$ cat src/rtl/iss_pkg.sv
// Shared types and constants of the image similarity score block.
`default_nettype none
package iss_pkg;

	localparam int PIX_W   = 8;
	localparam int LUMA_W  = 24;
	localparam int MEAS_W  = 24;
	localparam int SUM_W   = 48;
	localparam int SCORE_W = 17;
	localparam int COUNT_W = 17;
	localparam int MODE_W  = 2;

	localparam logic [MODE_W-1:0] MODE_COLOR  = 2'd0;
	localparam logic [MODE_W-1:0] MODE_GRAY   = 2'd1;
	localparam logic [MODE_W-1:0] MODE_BINARY = 2'd2;

	// luma weights, Q0.16, they add up to exactly one
	localparam logic [15:0] W_B = 16'd7471;
	localparam logic [15:0] W_G = 16'd38470;
	localparam logic [15:0] W_R = 16'd19595;

	localparam logic [LUMA_W-1:0] LUMA_THRESH = 24'h80_0000;

	localparam int DIV_STEPS = 17;
	localparam int STEP_W    = $clog2(DIV_STEPS);

	typedef enum logic [2:0] {
		ST_ACCUM,
		ST_LOAD,
		ST_PREP,
		ST_DIV,
		ST_DONE
	} state_t;

	typedef struct packed {
		logic accept;
		logic load_div;
		logic prep_div;
		logic div_step;
	} iss_cmd_t;

	function automatic logic [PIX_W-1:0] absdiff8(input logic [PIX_W-1:0] a,
			input logic [PIX_W-1:0] b);
		return (a >= b) ? a - b : b - a;
	endfunction

	function automatic logic [LUMA_W-1:0] luma(input logic [PIX_W-1:0] b0,
			input logic [PIX_W-1:0] b1, input logic [PIX_W-1:0] b2);
		return LUMA_W'(W_B) * LUMA_W'(b0) + LUMA_W'(W_G) * LUMA_W'(b1)
			+ LUMA_W'(W_R) * LUMA_W'(b2);
	endfunction

endpackage
`default_nettype wire

$ cat src/rtl/iss_pixel_if.sv
// Pixel pair channel: valid, ready and one candidate/target BGRA word.
`default_nettype none
interface iss_pixel_if;
	logic       valid;
	logic       ready;
	logic [7:0] target_blue;
	logic [7:0] target_green;
	logic [7:0] target_red;
	logic [7:0] target_alpha;
	logic [7:0] cand_blue;
	logic [7:0] cand_green;
	logic [7:0] cand_red;
	logic [7:0] cand_alpha;
	logic       last_pixel;

	modport source (
		output valid, target_blue, target_green, target_red, target_alpha,
			cand_blue, cand_green, cand_red, cand_alpha, last_pixel,
		input  ready
	);
	modport sink (
		input  valid, target_blue, target_green, target_red, target_alpha,
			cand_blue, cand_green, cand_red, cand_alpha, last_pixel,
		output ready
	);
endinterface
`default_nettype wire

$ cat src/rtl/iss_result_if.sv
// Result channel: valid, ready, one score word, the total measure and the pixel count.
`default_nettype none
interface iss_result_if;
	logic        valid;
	logic        ready;
	logic [16:0] score_q16;
	logic [47:0] total_measure;
	logic [16:0] pixel_count;

	modport source (
		output valid, score_q16, total_measure, pixel_count,
		input  ready
	);
	modport sink (
		input  valid, score_q16, total_measure, pixel_count,
		output ready
	);
endinterface
`default_nettype wire

$ cat src/rtl/iss_ctrl.sv
// Controller: accumulate phase, divider sequencing and result hold.
`default_nettype none
module iss_ctrl (
	input  logic              clk,
	input  logic              arst_n,
	input  logic              in_valid,
	input  logic              in_last,
	input  logic              out_ready,
	output logic              in_ready,
	output logic              out_valid,
	output iss_pkg::iss_cmd_t cmd
);

	iss_pkg::state_t                state_q, state_d;
	logic [iss_pkg::STEP_W-1:0]     step_q, step_d;

	always_ff @(posedge clk or negedge arst_n) begin
		if (!arst_n) begin
			state_q <= iss_pkg::ST_ACCUM;
			step_q  <= '0;
		end else begin
			state_q <= state_d;
			step_q  <= step_d;
		end
	end

	always_comb begin
		state_d   = state_q;
		step_d    = '0;
		in_ready  = 1'b0;
		out_valid = 1'b0;
		cmd       = '0;
		unique case (state_q)
			iss_pkg::ST_ACCUM: begin
				in_ready   = 1'b1;
				cmd.accept = in_valid;
				if (in_valid && in_last) begin
					state_d = iss_pkg::ST_LOAD;
				end
			end
			iss_pkg::ST_LOAD: begin
				cmd.load_div = 1'b1;
				state_d      = iss_pkg::ST_PREP;
			end
			iss_pkg::ST_PREP: begin
				cmd.prep_div = 1'b1;
				state_d      = iss_pkg::ST_DIV;
			end
			iss_pkg::ST_DIV: begin
				cmd.div_step = 1'b1;
				step_d       = step_q + 1'b1;
				if (step_q == iss_pkg::STEP_W'(iss_pkg::DIV_STEPS - 1)) begin
					step_d  = '0;
					state_d = iss_pkg::ST_DONE;
				end
			end
			iss_pkg::ST_DONE: begin
				out_valid = 1'b1;
				if (out_ready) begin
					state_d = iss_pkg::ST_ACCUM;
				end
			end
			default: begin
				state_d = iss_pkg::ST_ACCUM;
			end
		endcase
	end

endmodule
`default_nettype wire

$ cat src/rtl/iss_datapath.sv
// Datapath: per-pixel measure, running sums, denominator and restoring divider.
`default_nettype none
module iss_datapath #(
	parameter int MAX_PIXELS = 65536
) (
	input  logic                           clk,
	input  logic                           arst_n,
	input  logic                           cfg_we,
	input  logic [iss_pkg::MODE_W-1:0]     cfg_wdata,
	input  iss_pkg::iss_cmd_t              cmd,
	input  logic [iss_pkg::PIX_W-1:0]      target_blue,
	input  logic [iss_pkg::PIX_W-1:0]      target_green,
	input  logic [iss_pkg::PIX_W-1:0]      target_red,
	input  logic [iss_pkg::PIX_W-1:0]      target_alpha,
	input  logic [iss_pkg::PIX_W-1:0]      cand_blue,
	input  logic [iss_pkg::PIX_W-1:0]      cand_green,
	input  logic [iss_pkg::PIX_W-1:0]      cand_red,
	input  logic [iss_pkg::PIX_W-1:0]      cand_alpha,
	input  logic                           last_pixel,
	output logic [iss_pkg::SCORE_W-1:0]    score_q16,
	output logic [iss_pkg::SUM_W-1:0]      total_measure,
	output logic [iss_pkg::COUNT_W-1:0]    pixel_count
);

	localparam int CNT_W = $clog2(MAX_PIXELS + 1);
	localparam int DW    = CNT_W + 24;
	localparam int CW    = (DW > iss_pkg::SUM_W) ? DW : iss_pkg::SUM_W;

	logic [iss_pkg::MODE_W-1:0]  mode_q;
	logic [iss_pkg::MODE_W-1:0]  score_mode_q;
	logic [iss_pkg::SUM_W-1:0]   sum_q;
	logic [CNT_W-1:0]            count_q;
	logic [iss_pkg::SUM_W-1:0]   total_q;
	logic [CNT_W-1:0]            n_q;
	logic [DW-1:0]               d_q;
	logic [DW:0]                 rem_q;
	logic [iss_pkg::SCORE_W-1:0] quo_q;

	logic [iss_pkg::LUMA_W-1:0]  luma_t, luma_c;
	logic [iss_pkg::MEAS_W-1:0]  meas;
	logic                        full;
	logic [iss_pkg::SUM_W-1:0]   sum_next;
	logic [CNT_W-1:0]            count_next;
	logic [DW-1:0]               n_ext;
	logic [DW-1:0]               d_next;
	logic                        score_binary;
	logic                        tot_ge_d;
	logic [CW-1:0]               d_minus_t;
	logic [DW-1:0]               rem_init;
	logic                        rem_ge;
	logic [DW:0]                 rem_sub;

	assign luma_t = iss_pkg::luma(target_blue, target_green, target_red);
	assign luma_c = iss_pkg::luma(cand_blue, cand_green, cand_red);

	always_comb begin
		unique case (mode_q)
			iss_pkg::MODE_COLOR: begin
				meas = iss_pkg::MEAS_W'(iss_pkg::absdiff8(target_blue, cand_blue))
					+ iss_pkg::MEAS_W'(iss_pkg::absdiff8(target_green, cand_green))
					+ iss_pkg::MEAS_W'(iss_pkg::absdiff8(target_red, cand_red))
					+ iss_pkg::MEAS_W'(iss_pkg::absdiff8(target_alpha, cand_alpha));
			end
			iss_pkg::MODE_GRAY: begin
				meas = (luma_t >= luma_c) ? luma_t - luma_c : luma_c - luma_t;
			end
			default: begin
				meas = iss_pkg::MEAS_W'((luma_t > iss_pkg::LUMA_THRESH)
					== (luma_c > iss_pkg::LUMA_THRESH));
			end
		endcase
	end

	assign full       = (count_q == CNT_W'(MAX_PIXELS));
	assign sum_next   = full ? sum_q : sum_q + iss_pkg::SUM_W'(meas);
	assign count_next = full ? count_q : count_q + 1'b1;

	// denominator from shifts: 1020n, 255n << 16, or n
	assign n_ext = DW'(n_q);
	always_comb begin
		unique case (score_mode_q)
			iss_pkg::MODE_COLOR: d_next = (n_ext << 10) - (n_ext << 2);
			iss_pkg::MODE_GRAY:  d_next = ((n_ext << 8) - n_ext) << 16;
			default:             d_next = n_ext;
		endcase
	end

	assign score_binary = !(score_mode_q == iss_pkg::MODE_COLOR
		|| score_mode_q == iss_pkg::MODE_GRAY);
	assign tot_ge_d  = CW'(total_q) >= CW'(d_q);
	assign d_minus_t = CW'(d_q) - CW'(total_q);

	// dividend is always at most the divisor, so the quotient fits 17 bits
	always_comb begin
		if (score_binary) begin
			rem_init = tot_ge_d ? d_q : DW'(total_q);
		end else begin
			rem_init = tot_ge_d ? '0 : DW'(d_minus_t);
		end
	end

	assign rem_ge  = rem_q >= {1'b0, d_q};
	assign rem_sub = rem_q - {1'b0, d_q};

	always_ff @(posedge clk or negedge arst_n) begin
		if (!arst_n) begin
			mode_q  <= iss_pkg::MODE_COLOR;
			sum_q   <= '0;
			count_q <= '0;
		end else begin
			if (cfg_we) begin
				mode_q <= cfg_wdata;
			end
			if (cmd.accept) begin
				if (last_pixel) begin
					sum_q   <= '0;
					count_q <= '0;
				end else begin
					sum_q   <= sum_next;
					count_q <= count_next;
				end
			end
		end
	end

	always_ff @(posedge clk) begin
		if (cmd.accept && last_pixel) begin
			total_q      <= sum_next;
			n_q          <= count_next;
			score_mode_q <= mode_q;
		end
		if (cmd.load_div) begin
			d_q <= d_next;
		end
		if (cmd.prep_div) begin
			rem_q <= {1'b0, rem_init};
		end
		if (cmd.div_step) begin
			quo_q <= {quo_q[iss_pkg::SCORE_W-2:0], rem_ge};
			rem_q <= (rem_ge ? rem_sub : rem_q) << 1;
		end
	end

	assign score_q16     = quo_q;
	assign total_measure = total_q;
	assign pixel_count   = iss_pkg::COUNT_W'(n_q);

endmodule
`default_nettype wire

$ cat src/rtl/image_similarity_score_top.sv
// Top level of the image similarity score block.
// Scores a candidate BGRA image against a target, one pixel pair per word on
// in_ch. Pixels that are not last are taken one per cycle. The last pixel
// starts the score: the denominator is formed, then the dividend, then the
// one-bit-per-cycle restoring divider forms the 17-bit quotient, and the
// result word is then held on out_ch until accepted; no pixel is taken from
// the last pixel until the result word leaves. metric_mode (cfg_wdata on
// cfg_we) selects color, gray or binary scoring and must be written only
// while the block is idle; the block itself does not enforce this.
`default_nettype none
module image_similarity_score_top #(
	parameter int MAX_PIXELS = 65536
) (
	input  logic                       clk,
	input  logic                       arst_n,
	input  logic                       cfg_we,
	input  logic [iss_pkg::MODE_W-1:0] cfg_wdata,
	iss_pixel_if.sink                  in_ch,
	iss_result_if.source               out_ch
);

	iss_pkg::iss_cmd_t cmd;

	iss_ctrl u_ctrl (
		.clk       (clk),
		.arst_n    (arst_n),
		.in_valid  (in_ch.valid),
		.in_last   (in_ch.last_pixel),
		.out_ready (out_ch.ready),
		.in_ready  (in_ch.ready),
		.out_valid (out_ch.valid),
		.cmd       (cmd)
	);

	iss_datapath #(
		.MAX_PIXELS (MAX_PIXELS)
	) u_datapath (
		.clk           (clk),
		.arst_n        (arst_n),
		.cfg_we        (cfg_we),
		.cfg_wdata     (cfg_wdata),
		.cmd           (cmd),
		.target_blue   (in_ch.target_blue),
		.target_green  (in_ch.target_green),
		.target_red    (in_ch.target_red),
		.target_alpha  (in_ch.target_alpha),
		.cand_blue     (in_ch.cand_blue),
		.cand_green    (in_ch.cand_green),
		.cand_red      (in_ch.cand_red),
		.cand_alpha    (in_ch.cand_alpha),
		.last_pixel    (in_ch.last_pixel),
		.score_q16     (out_ch.score_q16),
		.total_measure (out_ch.total_measure),
		.pixel_count   (out_ch.pixel_count)
	);

`ifndef ASSERT_OFF
	a_no_input_while_result: assert property (@(posedge clk) disable iff (!arst_n)
		out_ch.valid |-> !in_ch.ready)
		else $error("input ready while result pending");

	a_last_stops_input: assert property (@(posedge clk) disable iff (!arst_n)
		(in_ch.valid && in_ch.ready && in_ch.last_pixel) |=> !in_ch.ready && !out_ch.valid)
		else $error("input not stalled after last pixel");

	a_score_range: assert property (@(posedge clk) disable iff (!arst_n)
		out_ch.valid |-> (out_ch.score_q16 <= 17'd65536))
		else $error("score above one");
`endif

endmodule
`default_nettype wire
$ cat src/flat_wrapper.sv
// flat-port wrapper written by rule: the top's interface ports become plain ports
module image_similarity_score_top_flat 
#(
	parameter int MAX_PIXELS = 65536
)
  (clk, arst_n, cfg_we, cfg_wdata, in_ch_valid, in_ch_target_blue, in_ch_target_green, in_ch_target_red, in_ch_target_alpha, in_ch_cand_blue, in_ch_cand_green, in_ch_cand_red, in_ch_cand_alpha, in_ch_last_pixel, in_ch_ready, out_ch_valid, out_ch_score_q16, out_ch_total_measure, out_ch_pixel_count, out_ch_ready);
  iss_pixel_if in_ch_i ();
  iss_result_if out_ch_i ();
  input  logic clk;
  input  logic arst_n;
  input  logic cfg_we;
  input  logic [iss_pkg::MODE_W-1:0] cfg_wdata;
  input wire logic [$bits(in_ch_i.valid)-1:0] in_ch_valid;
  input wire logic [$bits(in_ch_i.target_blue)-1:0] in_ch_target_blue;
  input wire logic [$bits(in_ch_i.target_green)-1:0] in_ch_target_green;
  input wire logic [$bits(in_ch_i.target_red)-1:0] in_ch_target_red;
  input wire logic [$bits(in_ch_i.target_alpha)-1:0] in_ch_target_alpha;
  input wire logic [$bits(in_ch_i.cand_blue)-1:0] in_ch_cand_blue;
  input wire logic [$bits(in_ch_i.cand_green)-1:0] in_ch_cand_green;
  input wire logic [$bits(in_ch_i.cand_red)-1:0] in_ch_cand_red;
  input wire logic [$bits(in_ch_i.cand_alpha)-1:0] in_ch_cand_alpha;
  input wire logic [$bits(in_ch_i.last_pixel)-1:0] in_ch_last_pixel;
  output wire logic [$bits(in_ch_i.ready)-1:0] in_ch_ready;
  output wire logic [$bits(out_ch_i.valid)-1:0] out_ch_valid;
  output wire logic [$bits(out_ch_i.score_q16)-1:0] out_ch_score_q16;
  output wire logic [$bits(out_ch_i.total_measure)-1:0] out_ch_total_measure;
  output wire logic [$bits(out_ch_i.pixel_count)-1:0] out_ch_pixel_count;
  input wire logic [$bits(out_ch_i.ready)-1:0] out_ch_ready;
  assign in_ch_i.valid = in_ch_valid;
  assign in_ch_i.target_blue = in_ch_target_blue;
  assign in_ch_i.target_green = in_ch_target_green;
  assign in_ch_i.target_red = in_ch_target_red;
  assign in_ch_i.target_alpha = in_ch_target_alpha;
  assign in_ch_i.cand_blue = in_ch_cand_blue;
  assign in_ch_i.cand_green = in_ch_cand_green;
  assign in_ch_i.cand_red = in_ch_cand_red;
  assign in_ch_i.cand_alpha = in_ch_cand_alpha;
  assign in_ch_i.last_pixel = in_ch_last_pixel;
  assign in_ch_ready = in_ch_i.ready;
  assign out_ch_valid = out_ch_i.valid;
  assign out_ch_score_q16 = out_ch_i.score_q16;
  assign out_ch_total_measure = out_ch_i.total_measure;
  assign out_ch_pixel_count = out_ch_i.pixel_count;
  assign out_ch_i.ready = out_ch_ready;
  image_similarity_score_top #(.MAX_PIXELS(MAX_PIXELS)) u_core (.clk(clk), .arst_n(arst_n), .cfg_we(cfg_we), .cfg_wdata(cfg_wdata), .in_ch(in_ch_i), .out_ch(out_ch_i));
endmodule
$ cat config.mk
export PLATFORM = sky130hd
export DESIGN_NAME = image_similarity_score_top_flat
export DESIGN_NICKNAME = d
export VERILOG_FILES = /design/src/rtl/iss_pkg.sv /design/src/rtl/iss_pixel_if.sv /design/src/rtl/iss_result_if.sv /design/src/rtl/iss_ctrl.sv /design/src/rtl/iss_datapath.sv /design/src/rtl/image_similarity_score_top.sv /design/src/flat_wrapper.sv
export SDC_FILE = /design/constraint.sdc
export NUM_CORES = 2
export LEC_CHECK = 0
export BUFFER_PORTS_ARGS = -buffer_cell sky130_fd_sc_hd__buf_2
export CORE_MARGIN = 3
export CORE_UTILIZATION = 50
export DETAILED_ROUTE_END_ITERATION = 8
export PLACE_DENSITY = 0.67
export SYNTH_ARGS = -nofsm -noshare
export SYNTH_HDL_FRONTEND = slang
export SYNTH_SLANG_ARGS = --single-unit
$ cat constraint.sdc
create_clock -name clk -period 9.3 [get_ports clk]
set_input_delay 0.93 -clock clk [delete_from_list [all_inputs] [get_ports clk]]
set_output_delay 0.93 -clock clk [all_outputs]
set_load 0.03 [all_outputs]
==> results by group <==
Cells and area
  • Layout cell share with drive strength beyond 1: between 20% and 30%
  • Nets: 5978
  • Post-Layout Cell Count: 6015
  • Final core occ: 63.5%
  • Synth-to-layout area growth: 24.7%
  • Ant. Diodes: 0

Timing
  • Worst-Margin Slew: around 1.1 ns
  • Final setup vio count: just over 90
  • Final setup TNS: -133.33 ns
  • Final Hold Vio Count: 0
  • Setup ws final: -1.88 ns
  • Pins Over Slew Limit: 0
  • Crit path time final: around 11 ns
  • Hold Slack: approximately 0.19 ns
  • Skew final: about 0.026 ns
  • Worst relative slew slack: a little under a quarter
  • Unrepaired setup endpoints after global routing: yes
  • Fin crit share: 120%
  • Fmax: approximately 90 MHz

Yosys
  • Most frequent cell after synthesis: inv_1
  • Syn. warnings: 0
  • Area share of the largest cell type after synthesis: between 20% and 30%
  • Post-synth cell types: 99
  • Synth Cell Area: 37400 sq um
  • Syn avg cell area: 8.72 sq um
  • Register area share after synthesis: ~18%
  • Fraction of registers with async set/reset: slightly above 30%
  • Post-Synthesis Cells: about 4300
  • Synth Register Bits: 242
  • Post-synth top cells: inv_1, ha_1, a21oi_1
  • Prevailing post-synth register cell: edfxtp_1
  • Area leader, netlist: ha_1
  • Mapped Nets: roughly 5200
  • Post-synth EDFFs: 166
  • Ranking of synthesized cells by area: ha_1, fa_1, edfxtp_1, inv_1, dfrtp_1

CTS
  • CTS tree: done
  • Clk buf depth: 3
  • Total clock sinks: between 200 and 250
  • Clk slew on worst S/H paths: 0.07 ns
  • Worst-skew pair later-pin latency: roughly 0.57 ns
  • CTS hold repair buffers: 0
  • Total CTS buffers: 25
  • H-tree Lvls: 1
  • CTS root buffer: clkbuf_16

Detailed routing
  • Via count: 33400
  • Detailed Route Iter0 Violations: 2377
  • Routed Antenna Nets: 0
  • Drt drc: 0
  • Routed len/inst: around 19 um
  • WL final: ~120 mm
  • Vias/cell: between 5 and 6
  • Drt first pass iters: 5

Critical path
  • Worst endpoint data arrival time: 11.59 ns
  • Maximum fanout along the worst path: 5
  • CP bufs+invs: 11
  • CP required: between 9 and 10 ns
  • Startpoint types: input port
  • Delay-heaviest family, CP: adder cells
  • Worst R2R End: u_core.u_datapath.rem_q[31]$_DFFE_PP_
  • Worst stage delay on the critical path: roughly 0.59 ns
  • Worst setup path start: in_ch_cand_green[6]
  • Crit-path slowest cell: fa_2
  • Cell count of the worst reg-to-reg path: 15
  • Critical setup path kind: input port to flop
  • Crit end category: flop
  • Most frequent CP cell: ha_1
  • R2r setup slk: approximately 4.5 ns
  • Worst r2r src: u_core.u_datapath.d_q[2]$_DFFE_PP_

Floorplan
  • Die ar.: 78200 sq um
  • Core area: between 70000 and 80000 sq um
  • Starting Density: around half
  • Ports: 156
  • Die height: ~280 um
  • Core Rows: between 90 and 100
  • Die width: approximately 280 um

Flow run
  • Max_cap viols: 0

Global route
  • GRT overflow: 0
  • Initial antenna violation count: 1
  • Gr usage total: slightly below 30%
  • Maximum number of pins on one net before global-route repair: 68
  • Vias in the first global route: around 34000
  • Global-route wire length before repair: around 180 mm

Place
  • Placed Cells incl. Taps: a little under 6000
  • Port bufs: 155
  • GPL Wtd Cong: between 0.9 and 1
  • DPL Wire Length: between 90 and 100 mm

Hold path
  • Hold crit path type: input port to async pin

Status
  • Failing checks: setup timing
  • Status: finished, violations left
repair_timing:
item	in CTS	in global routing
resized for setup	128	164
gates cloned	1	0
endpoints found under the setup margin	94	94
buffers inserted	21	26
pin swaps	51	87
worst max path at each step:
stage	cells past startpoint	end	slack, ns
after global routing	51	u_core.u_datapath.sum_q[40]$_DFFE_PN0P_	-2.38
after detailed placement	50	u_core.u_datapath.total_measure[26]$_DFFE_PP_	-2.79
final	52	u_core.u_datapath.sum_q[40]$_DFFE_PN0P_	-1.88
after global placement	51	u_core.u_datapath.total_measure[26]$_DFFE_PP_	-2.67
after CTS	55	u_core.u_datapath.sum_q[36]$_DFFE_PN0P_	-1.77
after floorplan	48	u_core.u_datapath.sum_q[47]$_DFFE_PN0P_	-1.81
metrics by stage:
stage / cell area (sq um) / setup slack [ns]
finish: 46700 / -1.88
global route: 46700 / -2.38
CTS: 45800 / -1.77
detailed placement: 44100 / -2.79
global placement: 44100 / -2.67
floorplan: 37800 / -1.81
cell type report:
cell class,count,area (sq um)
clock buffers,27,633
flip-flops and latches,242,6880
multi-input cells,3164,28800
clock inverters,19,243
well taps,959,1200
fillers,6298,26900
inverters,763,2870
repair buffers,841,6100
metal layers:
metal	vias up	track usage [%]	share of wire, %
met3	250	1.73	3.6
met1	16000	35.1	41
met4	2	12.0	4.9
met2	905	53.0	51
li1	16300	-	-
met5	-	0	0.017
flip-flops by register name, summed over array words and instances (netlist names), 3 cells and up:
name	cells
u_core.u_datapath.sum_q	48
u_core.u_datapath.total_measure	48
u_core.u_datapath.rem_q	42
u_core.u_datapath.d_q	41
u_core.u_datapath.count_q	17
u_core.u_datapath.pixel_count	17
u_core.u_datapath.score_q16	17
u_core.u_ctrl.step_q	5
u_core.u_ctrl.state_q	3
logic make-up (layout without fill, tap and decap cells):
family	Yosys count	after routing	synth area share (%)
AOI/OAI and AO/OA	1080	1080	19.1
and+or+nand+nor	905	905	11.6
buffers and inverters	888	1650	9.08
adders and majority gates	869	869	34.4
xor gates and xnor gates	253	253	5.95
DFF	242	242	18.4
muxes	57	57	1.58
cells in the final DEF, fill, tap and decap left out, types with 61 or more instances in the layout:
master	instances
nor2_1	226
xor2_1	85
edfxtp_1	166
dfrtp_1	75
buf_2	150
inv_1	751
ha_1	576
a21o_1	120
nand3_1	61
nand2_1	257
a21oi_1	232
buf_4	653
xnor2_1	140
fa_1	262
o21ai_0	169
nor3_1	62
Power is left out: the tool's default activity adds up to more than one toggle a clock period on the data nets, which glitch-free logic cannot reach.
